## config.mk

```make
export PLATFORM = sky130hd
export DESIGN_NAME = bcd_stopwatch_countdown_timer_top
export DESIGN_NICKNAME = d
export VERILOG_FILES = /design/src/design/bsct_pkg.sv /design/src/design/bcd_stopwatch_countdown_timer_top.sv /design/src/design/bsct_core.sv
export SDC_FILE = /design/constraint.sdc
export NUM_CORES = 1
export LEC_CHECK = 0
export BUFFER_PORTS_ARGS = -buffer_cell sky130_fd_sc_hd__buf_2
export CAP_MARGIN = 10
export CORE_UTILIZATION = 55
export DETAILED_ROUTE_END_ITERATION = 16
export PLACE_DENSITY = 0.74
export RECOVER_POWER = 100
export SYNTH_ARGS = -nofsm -noshare
export SYNTH_HDL_FRONTEND = slang
export SYNTH_SLANG_ARGS = --single-unit
```

## constraint.sdc

```tcl
create_clock -name i_clk -period 3.95 [get_ports i_clk]
set_clock_uncertainty 0.1 [all_clocks]
set_input_delay 1.185 -clock i_clk [delete_from_list [all_inputs] [get_ports i_clk]]
set_output_delay 1.185 -clock i_clk [all_outputs]
set_load 0.05 [all_outputs]
```

## src/design/bsct_pkg.sv

```systemverilog
// Package: event codes, time and flag types, and BCD digit step functions for the timer.
package bsct_pkg;

    // Event codes carried on req_type
    typedef enum logic [3:0] {
        REQ_TICK     = 4'd0,
        REQ_CLEAR    = 4'd1,
        REQ_PAUSE    = 4'd2,
        REQ_RESUME   = 4'd3,
        REQ_TOGGLE   = 4'd4,
        REQ_SEC_INC  = 4'd5,
        REQ_SEC_DEC  = 4'd6,
        REQ_MIN_INC  = 4'd7,
        REQ_MIN_DEC  = 4'd8,
        REQ_HOUR_ADJ = 4'd9
    } t_req;

    // Six BCD digits of HH:MM:SS
    typedef struct packed {
        logic [1:0] h10;
        logic [3:0] h1;
        logic [2:0] m10;
        logic [3:0] m1;
        logic [2:0] s10;
        logic [3:0] s1;
    } t_time;

    // Run, mode and alarm flags
    typedef struct packed {
        logic running;
        logic down;
        logic alarm;
    } t_flags;

    // Digit constants
    localparam logic [3:0] UNITS_MAX  = 4'd9;
    localparam logic [2:0] TENS_MAX   = 3'd5;
    localparam logic [3:0] HOUR1_TOP  = 4'd4;
    localparam logic [3:0] HOUR1_LAST = 4'd3;
    localparam logic [1:0] HOUR10_TOP = 2'd2;

    function automatic logic is_zero(input t_time t);
        return (t.s1 == 4'd0) && (t.s10 == 3'd0) && (t.m1 == 4'd0) &&
               (t.m10 == 3'd0) && (t.h1 == 4'd0) && (t.h10 == 2'd0);
    endfunction

    function automatic logic is_24(input t_time t);
        return (t.h1 == HOUR1_TOP) && (t.h10 == HOUR10_TOP);
    endfunction

    function automatic t_time time_24();
        t_time t;
        t     = '0;
        t.h1  = HOUR1_TOP;
        t.h10 = HOUR10_TOP;
        return t;
    endfunction

    function automatic t_time hours_up(input t_time t);
        t_time r;
        r = t;
        if ((t.h10 != HOUR10_TOP && t.h1 != UNITS_MAX) ||
            (t.h10 == HOUR10_TOP && t.h1 != HOUR1_TOP)) begin
            r.h1 = t.h1 + 4'd1;
        end else begin
            r.h1 = 4'd0;
            if (t.h10 != HOUR10_TOP) begin
                r.h10 = t.h10 + 2'd1;
            end else begin
                r.h10 = 2'd0;
            end
        end
        return r;
    endfunction

    function automatic t_time minutes_up(input t_time t);
        t_time r;
        r = t;
        if (t.m1 == UNITS_MAX) begin
            r.m1 = 4'd0;
            if (t.m10 == TENS_MAX) begin
                r.m10 = 3'd0;
                r     = hours_up(r);
            end else begin
                r.m10 = t.m10 + 3'd1;
            end
        end else begin
            r.m1 = t.m1 + 4'd1;
        end
        return r;
    endfunction

    function automatic t_time seconds_up(input t_time t);
        t_time r;
        r = t;
        if (t.s1 == UNITS_MAX) begin
            r.s1 = 4'd0;
            if (t.s10 == TENS_MAX) begin
                r.s10 = 3'd0;
                r     = minutes_up(r);
            end else begin
                r.s10 = t.s10 + 3'd1;
            end
        end else begin
            r.s1 = t.s1 + 4'd1;
        end
        return r;
    endfunction

    function automatic t_time hours_down(input t_time t);
        t_time r;
        r = t;
        if (t.h1 != 4'd0) begin
            r.h1 = t.h1 - 4'd1;
        end else if (t.h10 != 2'd0) begin
            // borrow from the tens digit
            r.h10 = t.h10 - 2'd1;
            r.h1  = UNITS_MAX;
        end
        return r;
    endfunction

    function automatic t_time minutes_down(input t_time t);
        t_time r;
        r = t;
        if (t.m1 == 4'd0) begin
            r.m1 = UNITS_MAX;
            if (t.m10 == 3'd0) begin
                r.m10 = TENS_MAX;
                r     = hours_down(r);
            end else begin
                r.m10 = t.m10 - 3'd1;
            end
        end else begin
            r.m1 = t.m1 - 4'd1;
        end
        return r;
    endfunction

    function automatic t_time seconds_down(input t_time t);
        t_time r;
        r = t;
        if (t.s1 == 4'd0) begin
            r.s1 = UNITS_MAX;
            if (t.s10 == 3'd0) begin
                r.s10 = TENS_MAX;
                r     = minutes_down(r);
            end else begin
                r.s10 = t.s10 - 3'd1;
            end
        end else begin
            r.s1 = t.s1 - 4'd1;
        end
        return r;
    endfunction

endpackage

```

## src/design/bcd_stopwatch_countdown_timer_top.sv

```systemverilog
// Top level of the BCD HH:MM:SS stopwatch and countdown timer.
//
//  channel | direction | handshake            | payload
//  --------+-----------+----------------------+-------------------------------------------
//  event   | in        | i_valid / o_stall    | i_req_type, i_hour_down
//  result  | out       | o_valid / i_stall    | o_sec_units .. o_hour_tens, o_alarm_on,
//          |           |                      | o_is_running, o_count_down
//
// One event is taken every cycle while o_stall is low; each result passes through the event
// register, then the result register, and is set by the combinational digit carry/borrow logic.
// Reset (i_rst_n low, synchronous) clears the digits and the alarm, sets running and
// up mode, and empties both registers.
// A stalled result holds in the result register; the event register keeps taking a
// transfer as long as the result register can move on.
module bcd_stopwatch_countdown_timer_top import bsct_pkg::*; (
    input  logic       i_clk,
    input  logic       i_rst_n,
    input  logic       i_valid,
    output logic       o_stall,
    input  logic [3:0] i_req_type,
    input  logic       i_hour_down,
    output logic       o_valid,
    input  logic       i_stall,
    output logic [3:0] o_sec_units,
    output logic [2:0] o_sec_tens,
    output logic [3:0] o_min_units,
    output logic [2:0] o_min_tens,
    output logic [3:0] o_hour_units,
    output logic [1:0] o_hour_tens,
    output logic       o_alarm_on,
    output logic       o_is_running,
    output logic       o_count_down
);

    logic   r_in_valid;
    t_req   r_req;
    logic   r_hdown;
    logic   r_out_valid;
    t_time  r_out_time;
    t_flags r_out_flags;
    logic   out_free;
    logic   step;
    t_time  nxt_time;
    t_flags nxt_flags;

    // Result register can load when empty or being taken
    assign out_free = !r_out_valid || !i_stall;
    assign step     = r_in_valid && out_free;
    assign o_stall  = r_in_valid && !out_free;

    // Event register
    always_ff @(posedge i_clk) begin
        if (!i_rst_n) begin
            r_in_valid <= 1'b0;
        end else if (!o_stall) begin
            r_in_valid <= i_valid;
        end
    end

    always_ff @(posedge i_clk) begin
        if (i_valid && !o_stall) begin
            r_req   <= t_req'(i_req_type);
            r_hdown <= i_hour_down;
        end
    end

    bsct_core u_core (
        .i_clk   (i_clk),
        .i_rst_n (i_rst_n),
        .i_en    (step),
        .i_req   (r_req),
        .i_hdown (r_hdown),
        .o_time  (nxt_time),
        .o_flags (nxt_flags)
    );

    // Result register
    always_ff @(posedge i_clk) begin
        if (!i_rst_n) begin
            r_out_valid <= 1'b0;
        end else if (out_free) begin
            r_out_valid <= r_in_valid;
        end
    end

    always_ff @(posedge i_clk) begin
        if (step) begin
            r_out_time  <= nxt_time;
            r_out_flags <= nxt_flags;
        end
    end

    assign o_valid      = r_out_valid;
    assign o_sec_units  = r_out_time.s1;
    assign o_sec_tens   = r_out_time.s10;
    assign o_min_units  = r_out_time.m1;
    assign o_min_tens   = r_out_time.m10;
    assign o_hour_units = r_out_time.h1;
    assign o_hour_tens  = r_out_time.h10;
    assign o_alarm_on   = r_out_flags.alarm;
    assign o_is_running = r_out_flags.running;
    assign o_count_down = r_out_flags.down;

`ifndef SYNTHESIS
    // Alarm only shows in down mode
    a_alarm_down: assert property (@(posedge i_clk) disable iff (!i_rst_n)
        o_valid |-> (!o_alarm_on || o_count_down))
        else $error("alarm raised in up mode");

    // A held result with a pending event stalls the input
    a_stall_full: assert property (@(posedge i_clk) disable iff (!i_rst_n)
        (r_in_valid && r_out_valid && i_stall) |-> o_stall)
        else $error("input not stalled with both registers full");

    // A processed event always lands in the result register
    a_step_lands: assert property (@(posedge i_clk) disable iff (!i_rst_n)
        step |=> r_out_valid)
        else $error("processed event lost");

    // Hours tens digit stays within range
    a_hour_range: assert property (@(posedge i_clk) disable iff (!i_rst_n)
        o_valid |-> (o_hour_tens != 2'd3))
        else $error("hour tens out of range");
`endif

endmodule

```

## src/design/bsct_core.sv

```systemverilog
// Timer state registers and the per-event update logic.
module bsct_core import bsct_pkg::*; (
    input  logic   i_clk,
    input  logic   i_rst_n,
    input  logic   i_en,
    input  t_req   i_req,
    input  logic   i_hdown,
    output t_time  o_time,
    output t_flags o_flags
);

    t_time  r_time,  n_time;
    t_flags r_flags, n_flags;
    logic   adjust;
    logic   hours_zero;

    // Compute the state after one event
    always_comb begin
        n_time     = r_time;
        n_flags    = r_flags;
        adjust     = !r_flags.running && r_flags.down;
        hours_zero = (r_time.h1 == 4'd0) && (r_time.h10 == 2'd0);
        case (i_req)
            REQ_TICK: begin
                if (r_flags.running) begin
                    if (!r_flags.down) begin
                        n_time = is_24(r_time) ? time_24() : seconds_up(r_time);
                    end else if (is_zero(r_time)) begin
                        n_flags.alarm = 1'b1;
                    end else begin
                        n_time = seconds_down(r_time);
                    end
                end
            end
            REQ_CLEAR: begin
                n_time        = '0;
                n_flags.alarm = 1'b0;
            end
            REQ_PAUSE:  n_flags.running = 1'b0;
            REQ_RESUME: n_flags.running = 1'b1;
            REQ_TOGGLE: begin
                if (!r_flags.running) begin
                    n_flags.down = !r_flags.down;
                end
            end
            REQ_SEC_INC: begin
                if (adjust) begin
                    n_time = is_24(r_time) ? time_24() : seconds_up(r_time);
                end
            end
            REQ_SEC_DEC: begin
                if (adjust && !is_zero(r_time)) begin
                    n_time = seconds_down(r_time);
                end
            end
            REQ_MIN_INC: begin
                if (adjust) begin
                    if ((r_time.m1 == UNITS_MAX && r_time.m10 == TENS_MAX &&
                         r_time.h1 == HOUR1_LAST && r_time.h10 == HOUR10_TOP) ||
                        is_24(r_time)) begin
                        n_time = time_24();
                    end else begin
                        n_time = minutes_up(r_time);
                    end
                end
            end
            REQ_MIN_DEC: begin
                if (adjust && !(hours_zero && r_time.m1 == 4'd0 && r_time.m10 == 3'd0)) begin
                    n_time = minutes_down(r_time);
                end
            end
            REQ_HOUR_ADJ: begin
                if (adjust) begin
                    if (!i_hdown) begin
                        if (is_24(r_time) ||
                            (r_time.h1 == HOUR1_LAST && r_time.h10 == HOUR10_TOP)) begin
                            n_time = time_24();
                        end else begin
                            n_time = hours_up(r_time);
                        end
                    end else if (!hours_zero) begin
                        n_time = hours_down(r_time);
                    end
                end
            end
            default: ;
        endcase
        // Drop the alarm whenever counting up
        if (!n_flags.down) begin
            n_flags.alarm = 1'b0;
        end
    end

    // Hold state; advance on each processed event
    always_ff @(posedge i_clk) begin
        if (!i_rst_n) begin
            r_time          <= '0;
            r_flags.running <= 1'b1;
            r_flags.down    <= 1'b0;
            r_flags.alarm   <= 1'b0;
        end else if (i_en) begin
            r_time  <= n_time;
            r_flags <= n_flags;
        end
    end

    assign o_time  = n_time;
    assign o_flags = n_flags;

endmodule
```

==> impl_metrics.ini <==
[outcome]
outcome = finished, final reports clean

[yosys]
postSynthAreaPerCell_um2 = 7.637
synthFlopType = edfxtp_1
synth-seq-area-share_pct = 29.42
yosysMostFrequentCell = nand2_1
ys.warnings.count = 0
yosysUniqueCellTypes = 78
syn_inst = 597
synth_fp_nets = 617
synth_area_um2 = 4559
synthTopCellsByCount = 62 x nand2_1, 54 x nor2_1, 42 x o21ai_0
synth-seq-cells = 53
postSynth.asyncResetShare_pct = 0
yosysTopAreaCellShare_pct = 18.44
synth-edff-count = 28
synth_area_leaders = edfxtp_1 18%, dfxtp_1 11%, nand2_1 5.1%
yosysTopAreaCell = edfxtp_1

[floorplanning]
pin_count = 34
rows = 32
core-area_um2 = 7888
die-area_um2 = 8658
start_util_pct = 57.80
dieWidth_um = 93.05
die_y_um = 93.05

[global_route]
grt_pass1_wl_um = 25270
antenna_found_initial = 0
grt_max_degree = 34
grt_usage_pct = 37.83
grt_pass1_vias = 4862
grt-ovfl-total = 0

[sta]
post-route-period-util_pct = 90.66
clock.fmax_ghz = 0.2793
hold_viol = 0
finalMaxSlewViolations = 0
fin_setup_tns_ns = 0
fin_hold_ws_ns = 0.3680
setup_ws_ns = 0.3691
post-route-min-period_ns = 3.581
relSlewSlack_pct = 29.23
rsz0062_at_grt = false
finalSetupViolCount = 0
worstMarginPinSlew_ns = 1.062

[critical_path]
crit_type = reg -> reg
end_kind = flip-flop
start_kind = flip-flop
r2r_cells = 9
reg2reg_to = o_hour_units[1]$_DFFE_PP_
timing.reg2reg.setup_slack_ns = 0.37
critPathRequiredTime_ns = 3.91
crit_arrival_ns = 3.54
r2r-start = u_core.r_time[14]$_SDFFE_PN0P_
path_max_fanout = 15

[power]
netSwitchingPower_uw = 522.2
comb_power_share_pct = 26.4
pwr-share-seq_pct = 48.5
clock_power_share_pct = 25.0
switching_share_pct = 38.13
p_int_uw = 847.4
ir_drop_uv = 181.1
powerDensity_nw_per_um2 = 288.4
leakage_uw = 0.001603

[clocking]
cts_resized = 0
cts_tree = built
ctsHoldBuffers = 0
cts.sinks = 53
clk_pin_slew_worst_paths_ns = 0.12
cts_made_buffers = 5
root_buffer = clkbuf_8
cts_max_level = 2
postCtsSetupBuffers = 0
cts_max_path_buffers = 2
clkLatencyLatePin_ns = 0.33

[detailed_routing]
drt_iter0_markers = 506
ant_nets = 0
routed_wl_um = 15760
wl_per_cell_um = 22.45
via_count = 5088
vias_per_cell = 7.248
drt-pass1-iter-count = 5
drc = 0

[cells_and_area]
multi_input_area_um2 = 2895
fin_area_um2 = 4748
area_growth_pct = 4.144
fillers = 725
drive_gt1_share_pct = 6.000
ff_latch_area_um2 = 1341
fin_util_pct = 60.20
final_nets = 619
diodes = 0

[min_path]
whs_endpoint = u_core.r_flags[0]$_SDFFE_PN0P_
hp-start = u_core.r_flags[0]$_SDFFE_PN0P_
hold_path_class = reg -> reg
worstHoldPathCells = 2

[place]
gp_congestion = 0.9985
post_dp_cell_area_um2 = 4741
hpwl_um = 11420
io_buffers = 33
pre_cts_slack_ns = 0.6632

[job]
cap_violations = 0
-- flip-flops by register name, summed over array words and instances (netlist names) --
name and flops:
u_core.r_flags 3, o_is_running 1, o_min_units 4, o_hour_tens 2
r_in_valid 1, o_sec_tens 3, r_req 4, o_valid 1
o_min_tens 3, o_alarm_on 1, o_sec_units 4, u_core.r_time 20
o_count_down 1, o_hour_units 4, r_hdown 1
-- critical path: stages (launching register included) --
cell and delay, ns:
dfxtp_1 0.65, inv_1 0.17, ha_1 0.33, nor3b_2 0.25
nand4_1 0.24, clkbuf_1 0.27, nor2_1 0.18, a221o_1 0.38
a2111oi_0 0.56, o21ai_0 0.17
-- cell type report --
cell class                 count  share of cell area (%)
sequential                    53                   28.25
clock buffer                   5                   1.449
clock inverter                 3                  0.5270
tap                          102                   2.688
multi-input combinational    472                   60.98
timing repair buffer          43                   4.216
inverter                      24                   1.897
-- metrics by stage --
step,cells,total power (µW)
2_1_floorplan,597,935.3
3_3_place_gp,694,1032
3_5_place_dp,694,1035
4_1_cts,702,1372
5_1_grt,702,1422
6_report,702,1370
-- per-layer routing --
| metal | part of all wire, % | track usage [%] | vias up |
|---|---|---|---|
| li1 | - | - | 2275 |
| met1 | 40 | 49.64 | 2356 |
| met2 | 43 | 56.68 | 374 |
| met3 | 12 | 9.268 | 83 |
| met4 | 5.7 | 21.28 | 0 |
| met5 | 0 | 0 | - |
-- power groups by stage --
stage / registers [µW] / logic, µW / clock network, µW
2_1_floorplan: 681 / 254 / 0
3_3_place_gp: 673 / 359 / 0
3_5_place_dp: 675 / 360 / 0
4_1_cts: 662 / 362 / 348
5_1_grt: 671 / 390 / 361
6_report: 665 / 362 / 343
-- how the worst max path moves through the flow --
stage / startpoint / to / slack (ns) / cells after the start
floorplan: i_stall / o_alarm_on$_DFFE_PP_ / 0.84 / 5
global placement: u_core.r_time[7]$_SDFFE_PN0P_ / o_hour_units[2]$_DFFE_PP_ / 0.78 / 8
detailed placement: u_core.r_time[14]$_SDFFE_PN0P_ / o_hour_units[1]$_DFFE_PP_ / 0.66 / 8
CTS: u_core.r_time[14]$_SDFFE_PN0P_ / o_hour_units[1]$_DFFE_PP_ / 0.62 / 8
global route: u_core.r_time[14]$_SDFFE_PN0P_ / o_hour_units[1]$_DFFE_PP_ / 0.18 / 9
finish: u_core.r_time[14]$_SDFFE_PN0P_ / o_hour_units[1]$_DFFE_PP_ / 0.37 / 9
-- cell usage in the layout, fill, tap and decap left out, drive strengths merged, types with 10 or more instances in the layout --
master and n:
edfxtp 28, nor4 11, inv 26, o21ai 56, dfxtp 25, clkbuf 34, nor2 56, nor2b 11
mux2i 11, a21oi 40, nand3 22, ha 11, nor3 16, nand2 62, buf 14, a31oi 26
o22ai 10
-- cells by family after synthesis --
family                   after synthesis  synth area share, %
AND/OR/NAND/NOR                      235                27.03
flip-flops                            53                29.42
multiplexers                          13                2.909
buffers and inverters                 72                6.339
AO/OA/AOI/OAI                        210                30.71
adder cells (fa/ha/maj)               11                3.019
XOR/XNOR                               3               0.5764
Note: power is estimated with default switching activity, not from simulation.
